File: src/hw/rtl/ocs_pkg.sv
`timescale 1ns / 1ps

package ocs_pkg;

    localparam int WORD_W = 32;
    localparam int CNT_W  = 5;

    typedef enum logic [0:0] {
        OP_PUSH = 1'b0,
        OP_POP  = 1'b1
    } t_ocs_op;

    typedef struct packed {
        logic [WORD_W-1:0] popped_value;
        logic              underflow;
        logic [WORD_W-1:0] top_value;
        logic [CNT_W-1:0]  entry_count;
        logic              is_empty;
    } t_ocs_result;

endpackage

File: src/hw/rtl/ocs_ram.sv
`timescale 1ns / 1ps

module ocs_ram #(
    parameter int WIDTH = 32,
    parameter int DEPTH = 16
) (
    input  logic                     i_clk,
    input  logic                     i_we,
    input  logic [$clog2(DEPTH)-1:0] i_wr_addr,
    input  logic [WIDTH-1:0]         i_wr_data,
    input  logic [$clog2(DEPTH)-1:0] i_rd_addr,
    output logic [WIDTH-1:0]         o_rd_data
);

    logic [WIDTH-1:0] r_mem [DEPTH];
    logic [WIDTH-1:0] r_rd_data;

    always_ff @(posedge i_clk) begin
        if (i_we) begin
            r_mem[i_wr_addr] <= i_wr_data;
        end
        r_rd_data <= r_mem[i_rd_addr];
    end

    assign o_rd_data = r_rd_data;

endmodule

File: src/hw/rtl/ocs_core.sv
`timescale 1ns / 1ps

module ocs_core
    import ocs_pkg::*;
#(
    parameter int DEPTH      = 16,
    parameter int DATA_WIDTH = 32
) (
    input  logic                     i_clk,
    input  logic                     i_rst_n,
    input  logic                     i_valid,
    output logic                     o_ready,
    input  t_ocs_op                  i_op,
    input  logic [DATA_WIDTH-1:0]    i_value,
    output logic                     o_res_valid,
    input  logic                     i_res_ready,
    output t_ocs_result              o_res,
    output logic                     o_ram_we,
    output logic [$clog2(DEPTH)-1:0] o_ram_wr_addr,
    output logic [DATA_WIDTH-1:0]    o_ram_wr_data,
    output logic [$clog2(DEPTH)-1:0] o_ram_rd_addr,
    input  logic [DATA_WIDTH-1:0]    i_ram_rd_data
);

    localparam int AW = $clog2(DEPTH);
    localparam int CW = $clog2(DEPTH + 1);
    localparam logic [AW-1:0] LAST_SLOT = AW'(DEPTH - 1);
    localparam logic [CW-1:0] FULL_CNT  = CW'(DEPTH);

    typedef enum logic [0:0] {
        S_IDLE,
        S_READ
    } t_state;

    t_state            r_state, n_state;
    logic [AW-1:0]     r_slot, n_slot;
    logic [CW-1:0]     r_count, n_count;
    logic [DATA_WIDTH-1:0] r_top, n_top;
    logic              r_res_valid, n_res_valid;
    t_ocs_result       r_res, n_res;

    logic              accept;
    logic [AW-1:0]     slot_inc, slot_dec, slot_dec2;

    assign slot_inc  = (r_slot == LAST_SLOT) ? '0 : r_slot + 1'b1;
    assign slot_dec  = (r_slot == '0) ? LAST_SLOT : r_slot - 1'b1;
    assign slot_dec2 = (slot_dec == '0) ? LAST_SLOT : slot_dec - 1'b1;

    assign o_ready = (r_state == S_IDLE) && !r_res_valid;
    assign accept  = i_valid && o_ready;

    // the entry under the top is fetched on every cycle; a pop uses it
    assign o_ram_rd_addr = slot_dec2;
    assign o_ram_wr_addr = r_slot;
    assign o_ram_wr_data = i_value;

    always_comb begin
        n_state     = r_state;
        n_slot      = r_slot;
        n_count     = r_count;
        n_top       = r_top;
        n_res       = r_res;
        n_res_valid = r_res_valid && !i_res_ready;
        o_ram_we    = 1'b0;
        unique case (r_state)
            S_IDLE: begin
                if (accept) begin
                    unique case (i_op)
                        OP_PUSH: begin
                            o_ram_we = 1'b1;
                            n_slot   = slot_inc;
                            // a full stack overwrites its oldest item
                            n_count  = (r_count == FULL_CNT) ? r_count : r_count + 1'b1;
                            n_top    = i_value;
                            n_res.popped_value = '0;
                            n_res.underflow    = 1'b0;
                            n_res.top_value    = WORD_W'(i_value);
                            n_res.entry_count  = CNT_W'(n_count);
                            n_res.is_empty     = 1'b0;
                            n_res_valid        = 1'b1;
                        end
                        OP_POP: begin
                            if (r_count == '0) begin
                                n_res.popped_value = '0;
                                n_res.underflow    = 1'b1;
                                n_res.top_value    = '0;
                                n_res.entry_count  = '0;
                                n_res.is_empty     = 1'b1;
                                n_res_valid        = 1'b1;
                            end else begin
                                n_slot  = slot_dec;
                                n_count = r_count - 1'b1;
                                n_res.popped_value = WORD_W'(r_top);
                                n_res.underflow    = 1'b0;
                                n_res.top_value    = '0;
                                n_res.entry_count  = CNT_W'(n_count);
                                n_res.is_empty     = (n_count == '0);
                                if (n_count == '0) begin
                                    n_res_valid = 1'b1;
                                end else begin
                                    n_state = S_READ;
                                end
                            end
                        end
                    endcase
                end
            end
            S_READ: begin
                n_top           = i_ram_rd_data;
                n_res.top_value = WORD_W'(i_ram_rd_data);
                n_res_valid     = 1'b1;
                n_state         = S_IDLE;
            end
        endcase
    end

    always_ff @(posedge i_clk) begin
        if (!i_rst_n) begin
            r_state     <= S_IDLE;
            r_slot      <= '0;
            r_count     <= '0;
            r_res_valid <= 1'b0;
        end else begin
            r_state     <= n_state;
            r_slot      <= n_slot;
            r_count     <= n_count;
            r_res_valid <= n_res_valid;
        end
    end

    always_ff @(posedge i_clk) begin
        r_top <= n_top;
        r_res <= n_res;
    end

    assign o_res_valid = r_res_valid;
    assign o_res       = r_res;

endmodule

File: src/hw/rtl/overwriting_circular_stack_unit.sv
`timescale 1ns / 1ps
// Channel  Valid    Ready    Payload
// input    i_valid  o_ready  i_op, i_push_value
// output   o_valid  i_ready  o_popped_value, o_underflow, o_top_value,
//                            o_entry_count, o_is_empty
//
// A push, and a pop that empties the stack or underflows, passes its result
// through the core's result register and the output register; the next item
// is taken once the core's result has moved on. A pop that leaves entries
// first reads the new top from the store's registered read port.
// Reset (i_rst_n low, synchronous) empties the stack; the store is not cleared.
// One finished item waits in the output register while the next is worked on;
// the input is held off while the core's result waits for that register.

module overwriting_circular_stack_unit
    import ocs_pkg::*;
#(
    parameter int DEPTH      = 16,
    parameter int DATA_WIDTH = 32
) (
    input  logic              i_clk,
    input  logic              i_rst_n,
    input  logic              i_valid,
    output logic              o_ready,
    input  logic              i_op,
    input  logic [WORD_W-1:0] i_push_value,
    output logic              o_valid,
    input  logic              i_ready,
    output logic [WORD_W-1:0] o_popped_value,
    output logic              o_underflow,
    output logic [WORD_W-1:0] o_top_value,
    output logic [CNT_W-1:0]  o_entry_count,
    output logic              o_is_empty
);

    localparam int AW = $clog2(DEPTH);

    logic                  s_res_valid;
    logic                  s_res_ready;
    t_ocs_result           s_res;
    logic                  s_ram_we;
    logic [AW-1:0]         s_ram_wr_addr;
    logic [DATA_WIDTH-1:0] s_ram_wr_data;
    logic [AW-1:0]         s_ram_rd_addr;
    logic [DATA_WIDTH-1:0] s_ram_rd_data;

    logic                  r_out_valid;
    t_ocs_result           r_out;

    ocs_core #(
        .DEPTH      (DEPTH),
        .DATA_WIDTH (DATA_WIDTH)
    ) u_core (
        .i_clk         (i_clk),
        .i_rst_n       (i_rst_n),
        .i_valid       (i_valid),
        .o_ready       (o_ready),
        .i_op          (t_ocs_op'(i_op)),
        .i_value       (DATA_WIDTH'(i_push_value)),
        .o_res_valid   (s_res_valid),
        .i_res_ready   (s_res_ready),
        .o_res         (s_res),
        .o_ram_we      (s_ram_we),
        .o_ram_wr_addr (s_ram_wr_addr),
        .o_ram_wr_data (s_ram_wr_data),
        .o_ram_rd_addr (s_ram_rd_addr),
        .i_ram_rd_data (s_ram_rd_data)
    );

    ocs_ram #(
        .WIDTH (DATA_WIDTH),
        .DEPTH (DEPTH)
    ) u_ram (
        .i_clk     (i_clk),
        .i_we      (s_ram_we),
        .i_wr_addr (s_ram_wr_addr),
        .i_wr_data (s_ram_wr_data),
        .i_rd_addr (s_ram_rd_addr),
        .o_rd_data (s_ram_rd_data)
    );

    // advance the core's result whenever the output register is free or draining
    assign s_res_ready = !r_out_valid || i_ready;

    always_ff @(posedge i_clk) begin
        if (!i_rst_n) begin
            r_out_valid <= 1'b0;
        end else if (s_res_ready) begin
            r_out_valid <= s_res_valid;
        end
    end

    always_ff @(posedge i_clk) begin
        if (s_res_ready && s_res_valid) begin
            r_out <= s_res;
        end
    end

    assign o_valid        = r_out_valid;
    assign o_popped_value = r_out.popped_value;
    assign o_underflow    = r_out.underflow;
    assign o_top_value    = r_out.top_value;
    assign o_entry_count  = r_out.entry_count;
    assign o_is_empty     = r_out.is_empty;

    a_res_held: assert property (@(posedge i_clk) disable iff (!i_rst_n)
        s_res_valid && !s_res_ready |=> s_res_valid && $stable(s_res))
        else $error("core result dropped while output register full");

    a_no_accept_busy: assert property (@(posedge i_clk) disable iff (!i_rst_n)
        s_res_valid |-> !o_ready)
        else $error("item taken while a result waits in the core");

    a_underflow_clean: assert property (@(posedge i_clk) disable iff (!i_rst_n)
        o_valid && o_underflow |-> o_is_empty && (o_popped_value == '0))
        else $error("underflow item reports a value or a non-empty stack");

    a_empty_top: assert property (@(posedge i_clk) disable iff (!i_rst_n)
        o_valid && o_is_empty |-> (o_top_value == '0) && (o_entry_count == '0))
        else $error("empty stack reports a top value or count");

endmodule

File: config.mk
export PLATFORM = sky130hd
export DESIGN_NAME = overwriting_circular_stack_unit
export DESIGN_NICKNAME = d
export VERILOG_FILES = /design/src/hw/rtl/ocs_pkg.sv /design/src/hw/rtl/ocs_ram.sv /design/src/hw/rtl/ocs_core.sv /design/src/hw/rtl/overwriting_circular_stack_unit.sv
export SDC_FILE = /design/constraint.sdc
export NUM_CORES = 1
export LEC_CHECK = 0
export BUFFER_PORTS_ARGS = -buffer_cell sky130_fd_sc_hd__buf_2
export CORE_MARGIN = 2
export CORE_UTILIZATION = 40
export DETAILED_ROUTE_END_ITERATION = 10
export HOLD_SLACK_MARGIN = 0.1
export PLACE_DENSITY_LB_ADDON = 0.12
export SLEW_MARGIN = 20
export SYNTH_ARGS = -nofsm -noshare
export SYNTH_HDL_FRONTEND = slang
export SYNTH_SLANG_ARGS = --single-unit
File: constraint.sdc
create_clock -name i_clk -period 6.9 [get_ports i_clk]
set_clock_uncertainty 0.1 [all_clocks]
set_input_delay 0.69 -clock i_clk [delete_from_list [all_inputs] [get_ports i_clk]]
set_output_delay 0.69 -clock i_clk [all_outputs]
set_load 0.1 [all_outputs]
==> metrics.txt, run 1 <==
WP data required=7.34 ns; syn_area_per_cell=17.24 um2; Initial Util=0.4057; sequential share of the synthesized area=0.7535; Reg2Reg Launch Point=u_core.o_ram_wr_addr[0]; CP startpoint kind=flop; Peak VDD IR=0.1952 mV; # port buffers=109; clk sinks=730; Setup crit start=u_core.o_ram_wr_addr[0]; Resize count post-CTS=0; core footprint=70,270 um2; area grow syn2layout=13.96%; Synth Register Bits=730; Cell Chain, Critical Path=inv_1 -> ha_1 -> or2_1 -> o21ai_1 -> xnor2_4 -> buf_4 -> or2_2 -> buf_4 -> o21ai_1 -> o22ai_1; Routed WL=67.29 mm; dominant synthesized flop cell=edfxtp_1; hold buffers post-CTS=0; hpwl dp=37.78 mm; clock root buffer=clkbuf_16; Syn Nets=1,700; Post-synth EDFFs=686; most frequent cells in the layout=edfxtp_1 (686), buf_2 (109), clkbuf_16 (79), nand2_1 (78), mux2_2 (74); number of global-route vias before repair=15.12k; clock tree from TritonCTS=built; fin crit period=4.527 ns; clock network power share=0.327; pre-CTS setup slack=2.472 ns; power per cell area=364.2 nW/um2; crit-path max FO=45; worst hold path type=input port to flop; DRT iter0 DRCs=1,295; via count=15.05k; worst r2r dst=u_ram.o_rd_data[28]; most common cell after layout, fill and taps aside=edfxtp_1; Crit. End Element=flop; Fin. Hold Viols=0; Final setup viols=0; CP Class=flop to flop; Tot GR Track Use=0.1843; Max Cap Viol=0; drt wl/cell=24.25 um; Max-slew headroom=0.3680; Max clock buf depth=3; Post-CTS Setup Bufs=0; first-pass GRT wire length=100.8 mm; RSZ-0062 raised after global routing=no; Setup TNS=0 ns; Sw Share=0.3024; Overflow after GRT=0; CTS buffer count=76; Slew Limit Fails=0; Distinct cells, synth=57; filler cell count=5,996; Nets=1,820; Slew @ Worst Pin=0.9480 ns; Levels on crit path=10; slowest cell on the critical path=dfxtp_1; Post-synth ARST share=0; share of layout cells above drive strength 1=0.2251; Ys Warns=0; cells on worst reg2reg path=10; drt pass-1 iters=6; top cell family by delay on the critical path=buffers and inverters; largest net degree at the start of global routing=72; setup ws final=2.373 ns; Achievable Freq=0.2209 GHz; max incr delay on CP=0.73 ns; status=finished, final reports clean; Worst-path clk slew=0.06 ns; Comb pwr share=0.221; worst hold slack=0.2463 ns; DRT antenna net count=0; part of the cycle the worst path needs=0.6561; net switching power=3578 uW; Int Pwr=8254 uW; setup slack, reg-to-reg=2.37 ns; clk_lat worst skew=0.63 ns; Via-to-Cell Ratio=5.423; mapped cell area=28,510 um2; initial antenna violation count=0; # H-tree levels=3; Die H=271.0 um; Placer Congestion=0.7831; num rows=97; cell area after layout=32,490 um2; share of power burned in registers=0.452; static leakage=0.01070 uW; ANT cells=0; DIE AREA=73,420 um2; I/O Pins=110; placed inst area=30,140 um2; DRC violations left=0; Mapped Cells=1,654; Critical Path AT=4.97 ns; crit path capture=u_ram.o_rd_data[28]; Worst Path Buf+Inv=3; chip width=271.0 um
==> worst min-delay path by stage <==
stage | endpoint | from | depth (start not counted) | slack, ns
after CTS | u_core.r_count[2] | i_rst_n | 2 | 0.21
final | u_core.r_count[2] | i_rst_n | 2 | 0.25
after global routing | u_core.r_count[2] | i_rst_n | 2 | 0.23
after detailed placement | o_popped_value[19] | u_core.o_res[58] | 0 | 0.30
after global placement | o_entry_count[2] | u_core.o_res[3] | 0 | 0.30
after floorplan | o_entry_count[0] | u_core.o_res[1] | 0 | 0.30
==> cell type report <==
cell class              count  area [um2]  share of cell area
inverters                  46       172.7            0.005315
clock inverters            34       197.7            0.006085
repair buffers            144       808.3             0.02488
clock buffers             105        2145             0.06601
flip-flops and latches    730       21480              0.6612
well taps                 940        1176             0.03620
multi-input cells         776        6507              0.2003
==> power by group through the flow <==
stage               logic, uW  registers (uW)  clock network [uW]
detailed placement       2640            5450                   0
finish                   2610            5350                3860
global placement         2620            5440                   0
global route             2810            5380                4140
CTS                      2640            5350                3960
floorplan                1530            5840                   0
==> routing by layer <==
metal  global-route usage  part of all wire  wire length (um)
met5                    0                 0                 0
met2               0.2864              0.46             31030
met4              0.05830             0.020              1355
met3              0.03603             0.061              4099
met1               0.2617              0.46             30800
==> cells in the mapped netlist (4+ instances only) <==
library cell  instances  share of area
nor3_1                6         0.0011
buf_2                35         0.0061
a21oi_1              14         0.0025
and2_1               38         0.0083
nor2_1               35         0.0046
nand3_1              34         0.0060
nand2_1              80          0.011
a21boi_0             32         0.0084
o21ai_0              64          0.011
o22ai_1              62          0.014
a31oi_1               4        0.00088
buf_6                11         0.0043
clkbuf_1             49         0.0065
nand3b_1             12         0.0032
dfxtp_1              44          0.031
inv_1                44         0.0058
edfxtp_1            686           0.72
buf_4                 5         0.0013
o21ai_1              61          0.011
mux2_2               74          0.029
a221oi_1             32         0.0098
ha_1                  9         0.0040
mux2i_1              62          0.022
mux4_2               64          0.051
o211ai_1             13         0.0034
a211oi_1             36         0.0095
==> per-stage QoR <==
stage,instances,power (uW),utilization
floorplan,1654,7372,-
global placement,2636,8058,0.4290
detailed placement,2636,8084,0.4290
CTS,2775,11960,0.4623
global route,2775,12340,0.4623
finish,2775,11830,0.4623
==> kinds of logic after synthesis <==
group           Yosys count  share of synthesized area
simple gates            225                    0.03858
compound gates          336                    0.07575
xor+xnor                  6                   0.002107
flops                   730                     0.7535
mux                     200                     0.1016
fa+ha+maj                 9                   0.003950
buf+inv                 148                    0.02458
==> state kept, by name (all words and copies together) (netlist names) <==
name                  count
u_ram.r_mem             512
u_core.o_res             71
o_popped_value           32
o_top_value              32
u_core.r_top             32
u_ram.o_rd_data          32
o_entry_count             5
u_core.r_count            5
u_core.o_ram_wr_addr      4
o_is_empty                1
o_underflow               1
o_valid                   1
u_core.o_res_valid        1
u_core.r_state            1
(Power assumes the default switching activity.)
==> run 2, diff against run 1 <==
--- a/config.mk
+++ b/config.mk
@@ -5,6 +5,7 @@
 export SDC_FILE = /design/constraint.sdc
 export NUM_CORES = 1
 export LEC_CHECK = 0
+export ABC_AREA = 1
 export BUFFER_PORTS_ARGS = -buffer_cell sky130_fd_sc_hd__buf_2
 export CORE_MARGIN = 2
 export CORE_UTILIZATION = 40
==> constraint.sdc (replaced) <==
create_clock -name i_clk -period 3.9 [get_ports i_clk]
set_clock_uncertainty 0.1 [all_clocks]
set_input_delay 0.39 -clock i_clk [delete_from_list [all_inputs] [get_ports i_clk]]
set_output_delay 0.39 -clock i_clk [all_outputs]
set_load 0.1 [all_outputs]
==> run 2 against run 1 <==
Effect of this change:
- core utilization up 0.16 points
- final area up 5.8%
- critical path type unchanged
- register-to-register slack worse by 2.0 ns
- largest power group unchanged
- largest cell class unchanged
- combinational power up 79%
- critical path depth up 3
- first-iteration DRC count up 38%
==> metrics.txt, run 2 <==
clock tree from TritonCTS=built (unchanged); Nets=2,774 (was 1,820); cell area after layout=34,370 um2 (was 32,490 um2); Synth Register Bits=730 (unchanged); Worst-path clk slew=0.06 ns (about the same); most frequent cell after synthesis=edfxtp_1 (unchanged); Distinct cells, synth=31 (was 57); fin crit period=3.535 ns (was 4.527 ns); DIE AREA=76,590 um2 (was 73,420 um2); Post-CTS Setup Bufs=0 (unchanged); mapped cell area=29,750 um2 (was 28,510 um2); worst hold path type=input port to flop (unchanged); static leakage=0.01378 uW (was 0.01070 uW); HP Start=i_push_value[31] (was i_rst_n); Overflow after GRT=0 (unchanged); power per cell area=624.0 nW/um2 (was 364.2 nW/um2); Setup TNS=0 ns (unchanged); worst r2r dst=u_ram.o_rd_data[4] (was u_ram.o_rd_data[28]); syn_area_per_cell=11.40 um2 (was 17.24 um2); Via-to-Cell Ratio=5.155 (was 5.423); Peak VDD IR=0.4127 mV (was 0.1952 mV); drt wl/cell=21.16 um (was 24.25 um); Slew Limit Fails=0 (unchanged); most common cell after layout, fill and taps aside=edfxtp_1 (unchanged); commonest cells in the netlist=edfxtp_1 (686), nand2_1 (676), nand3_1 (588) (was edfxtp_1 (686), nand2_1 (80), mux2_2 (74)); Routed WL=79.55 mm (was 67.29 mm); Biggest register=u_ram.r_mem (unchanged); RSZ-0062 raised after global routing=no (unchanged); drt pass-1 iters=5 (was 6); dominant synthesized flop cell=edfxtp_1 (unchanged); Hold Crit Depth=1 (was 2); share of layout cells above drive strength 1=0.1079 (was 0.2251); pre-CTS setup slack=0.4805 ns (was 2.472 ns); initial antenna violation count=4 (was 0); Tot GR Track Use=0.2079 (was 0.1843); CTS buffer count=78 (was 76); Max-slew headroom=0.2619 (was 0.3680); cells on worst reg2reg path=13 (was 10); clk_lat worst skew=0.62 ns (was 0.63 ns); net switching power=6693 uW (was 3578 uW); largest net degree at the start of global routing=147 (was 72); Crit. End Element=flop (unchanged); num rows=100 (was 97); WP data required=4.31 ns (was 7.34 ns); filler cell count=6,808 (was 5,996); DRT antenna net count=0 (unchanged); Critical Path AT=3.94 ns (was 4.97 ns); Final setup viols=0 (unchanged); area grow syn2layout=15.50% (was 13.96%); setup ws final=0.3653 ns (was 2.373 ns); I/O Pins=110 (unchanged); Largest register FFs=512 (unchanged); # H-tree levels=3 (unchanged); Post-synth ARST share=0 (unchanged); Achievable Freq=0.2829 GHz (was 0.2209 GHz); synth top area cells=edfxtp_1 (69%), nand3_1 (9.9%), nand2_1 (8.5%) (was edfxtp_1 (72%), mux4_2 (5.1%), dfxtp_1 (3.1%)); DRC violations left=0 (unchanged); Slew @ Worst Pin=1.107 ns (was 0.9480 ns); Sw Share=0.3121 (was 0.3024); clock root buffer=clkbuf_16 (unchanged); hpwl dp=40.40 mm (was 37.78 mm); # port buffers=109 (unchanged); Ys Warns=0 (unchanged); status=finished, final reports clean (unchanged); Max Cap Viol=0 (unchanged); Reg2Reg Launch Point=u_core.o_ram_wr_addr[0] (unchanged); Int Pwr=14,750 uW (was 8254 uW); cell taking the most area after synthesis=edfxtp_1 (unchanged); CP Class=flop to flop (unchanged); CP startpoint kind=flop (unchanged); share of power burned in registers=0.439 (was 0.452); via count=19.38k (was 15.05k); Syn Nets=2,655 (was 1,700); DRT iter0 DRCs=1,791 (was 1,295); Fin. Hold Viols=0 (unchanged); core footprint=74,070 um2 (was 70,270 um2); Initial Util=0.4017 (was 0.4057); hold buffers post-CTS=34 (was 0); setup slack, reg-to-reg=0.37 ns (was 2.37 ns); Max clock buf depth=3 (unchanged); Mapped Cells=2,609 (was 1,654); sequential share of the synthesized area=0.7219 (was 0.7535); chip width=276.7 um (was 271.0 um); total power=21,440 uW (was 11,830 uW); Post-synth EDFFs=686 (unchanged); placed inst area=31,470 um2 (was 30,140 um2); top-area cell type share of the netlist area=0.6923 (was 0.7226); clk sinks=730 (unchanged); clock network power share=0.344 (was 0.327); Resize count post-CTS=0 (unchanged); crit-path max FO=70 (was 45); Comb pwr share=0.217 (was 0.221); Placer Congestion=0.7739 (was 0.7831); first-pass GRT wire length=120.0 mm (was 100.8 mm); most frequent cells in the layout=edfxtp_1 (686), nand2_1 (676), nand3_1 (588), inv_1 (311), buf_2 (109) (was edfxtp_1 (686), buf_2 (109), clkbuf_16 (79), nand2_1 (78), mux2_2 (74)); Die H=276.7 um (was 271.0 um); number of global-route vias before repair=18.54k (was 15.12k); Min-Delay Endpoint=u_ram.r_mem[9][31] (was u_core.r_count[2]); part of the cycle the worst path needs=0.9063 (was 0.6561)
[run 2: cell count changes after synthesis, sizes merged, moves of 64 or more]
cell,previous run,this run
nand2,81,681
nand3,34,589
inv,44,316
o21ai,125,45
mux2,74,0
buf,53,120
mux4,64,0
[run 2: routing by layer]
layer  global-route usage  routed length [um]  up-vias
li1                     -                   -     9077
met1               0.3010               36430     9497
met2               0.3265               36220      702
met3              0.03358                5310      106
met4              0.05616                1580        2
met5                    0                  11        -
[run 2: worst max path at each step]
stage | cells past startpoint | start | to
finish | 13 | u_core.o_ram_wr_addr[0] | u_ram.o_rd_data[4]
global route | 13 | u_core.o_ram_wr_addr[0] | u_ram.o_rd_data[25]
CTS | 13 | u_core.o_ram_wr_addr[0] | u_ram.o_rd_data[4]
detailed placement | 13 | u_core.o_ram_wr_addr[0] | u_ram.o_rd_data[4]
global placement | 13 | u_core.o_ram_wr_addr[0] | u_ram.o_rd_data[4]
floorplan | 7 | u_core.r_state | u_ram.r_mem[11][0]
[run 2: layout make-up]
| class | instances | area [um2] | area share |
|---|---|---|---|
| Clock inverter | 37 | 342.8 | 0.009976 |
| Clock buffer | 104 | 2205 | 0.06415 |
| Inverter | 318 | 1196 | 0.03481 |
| Timing Repair Buffer | 188 | 1436 | 0.04180 |
| Multi-Input combinational cell | 1412 | 6487 | 0.1888 |
| Antenna cell | 2 | 5.005 | 0.0001456 |
| Sequential cell | 730 | 21480 | 0.6251 |
| Tap cell | 969 | 1212 | 0.03528 |
[run 2: cell families after synthesis]
family / Yosys count / synth area share
flops: 730 / 0.7219
xor+xnor: 6 / 0.002018
fa+ha+maj: 9 / 0.003785
simple gates: 1336 / 0.1952
buf+inv: 467 / 0.06623
compound gates: 61 / 0.01081
[run 2: power by group through the flow]
stage | Clock (uW) | Sequential, uW | Combinational (uW)
detailed placement | 0 | 9560 | 4630
global placement | 0 | 9560 | 4600
CTS | 7550 | 9400 | 4670
floorplan | 0 | 9970 | 2750
finish | 7380 | 9400 | 4660
global route | 7860 | 9440 | 5100
[run 2: metrics by stage]
step,hold slack (ns),std cells,util
after floorplan,0.3003,2609,-
after global placement,0.3016,3583,0.4249
after detailed placement,0.3045,3583,0.4249
after CTS,0.1010,3758,0.4639
after global routing,0.1273,3760,0.4640
final,0.1272,3760,0.4640
[run 2: worst max-delay path: stages, from the launching register on]
cell and delay (ns):
dfxtp_1 0.58, inv_2 0.14, ha_1 0.25, nand2_2 0.20, nand2_2 0.12, nor2_2 0.20
nand2_8 0.30, nand2_8 0.48, buf_12 0.31, nand2_1 0.09, nand3_1 0.08, nand3_1 0.09
nand3_1 0.18, nand2_1 0.08
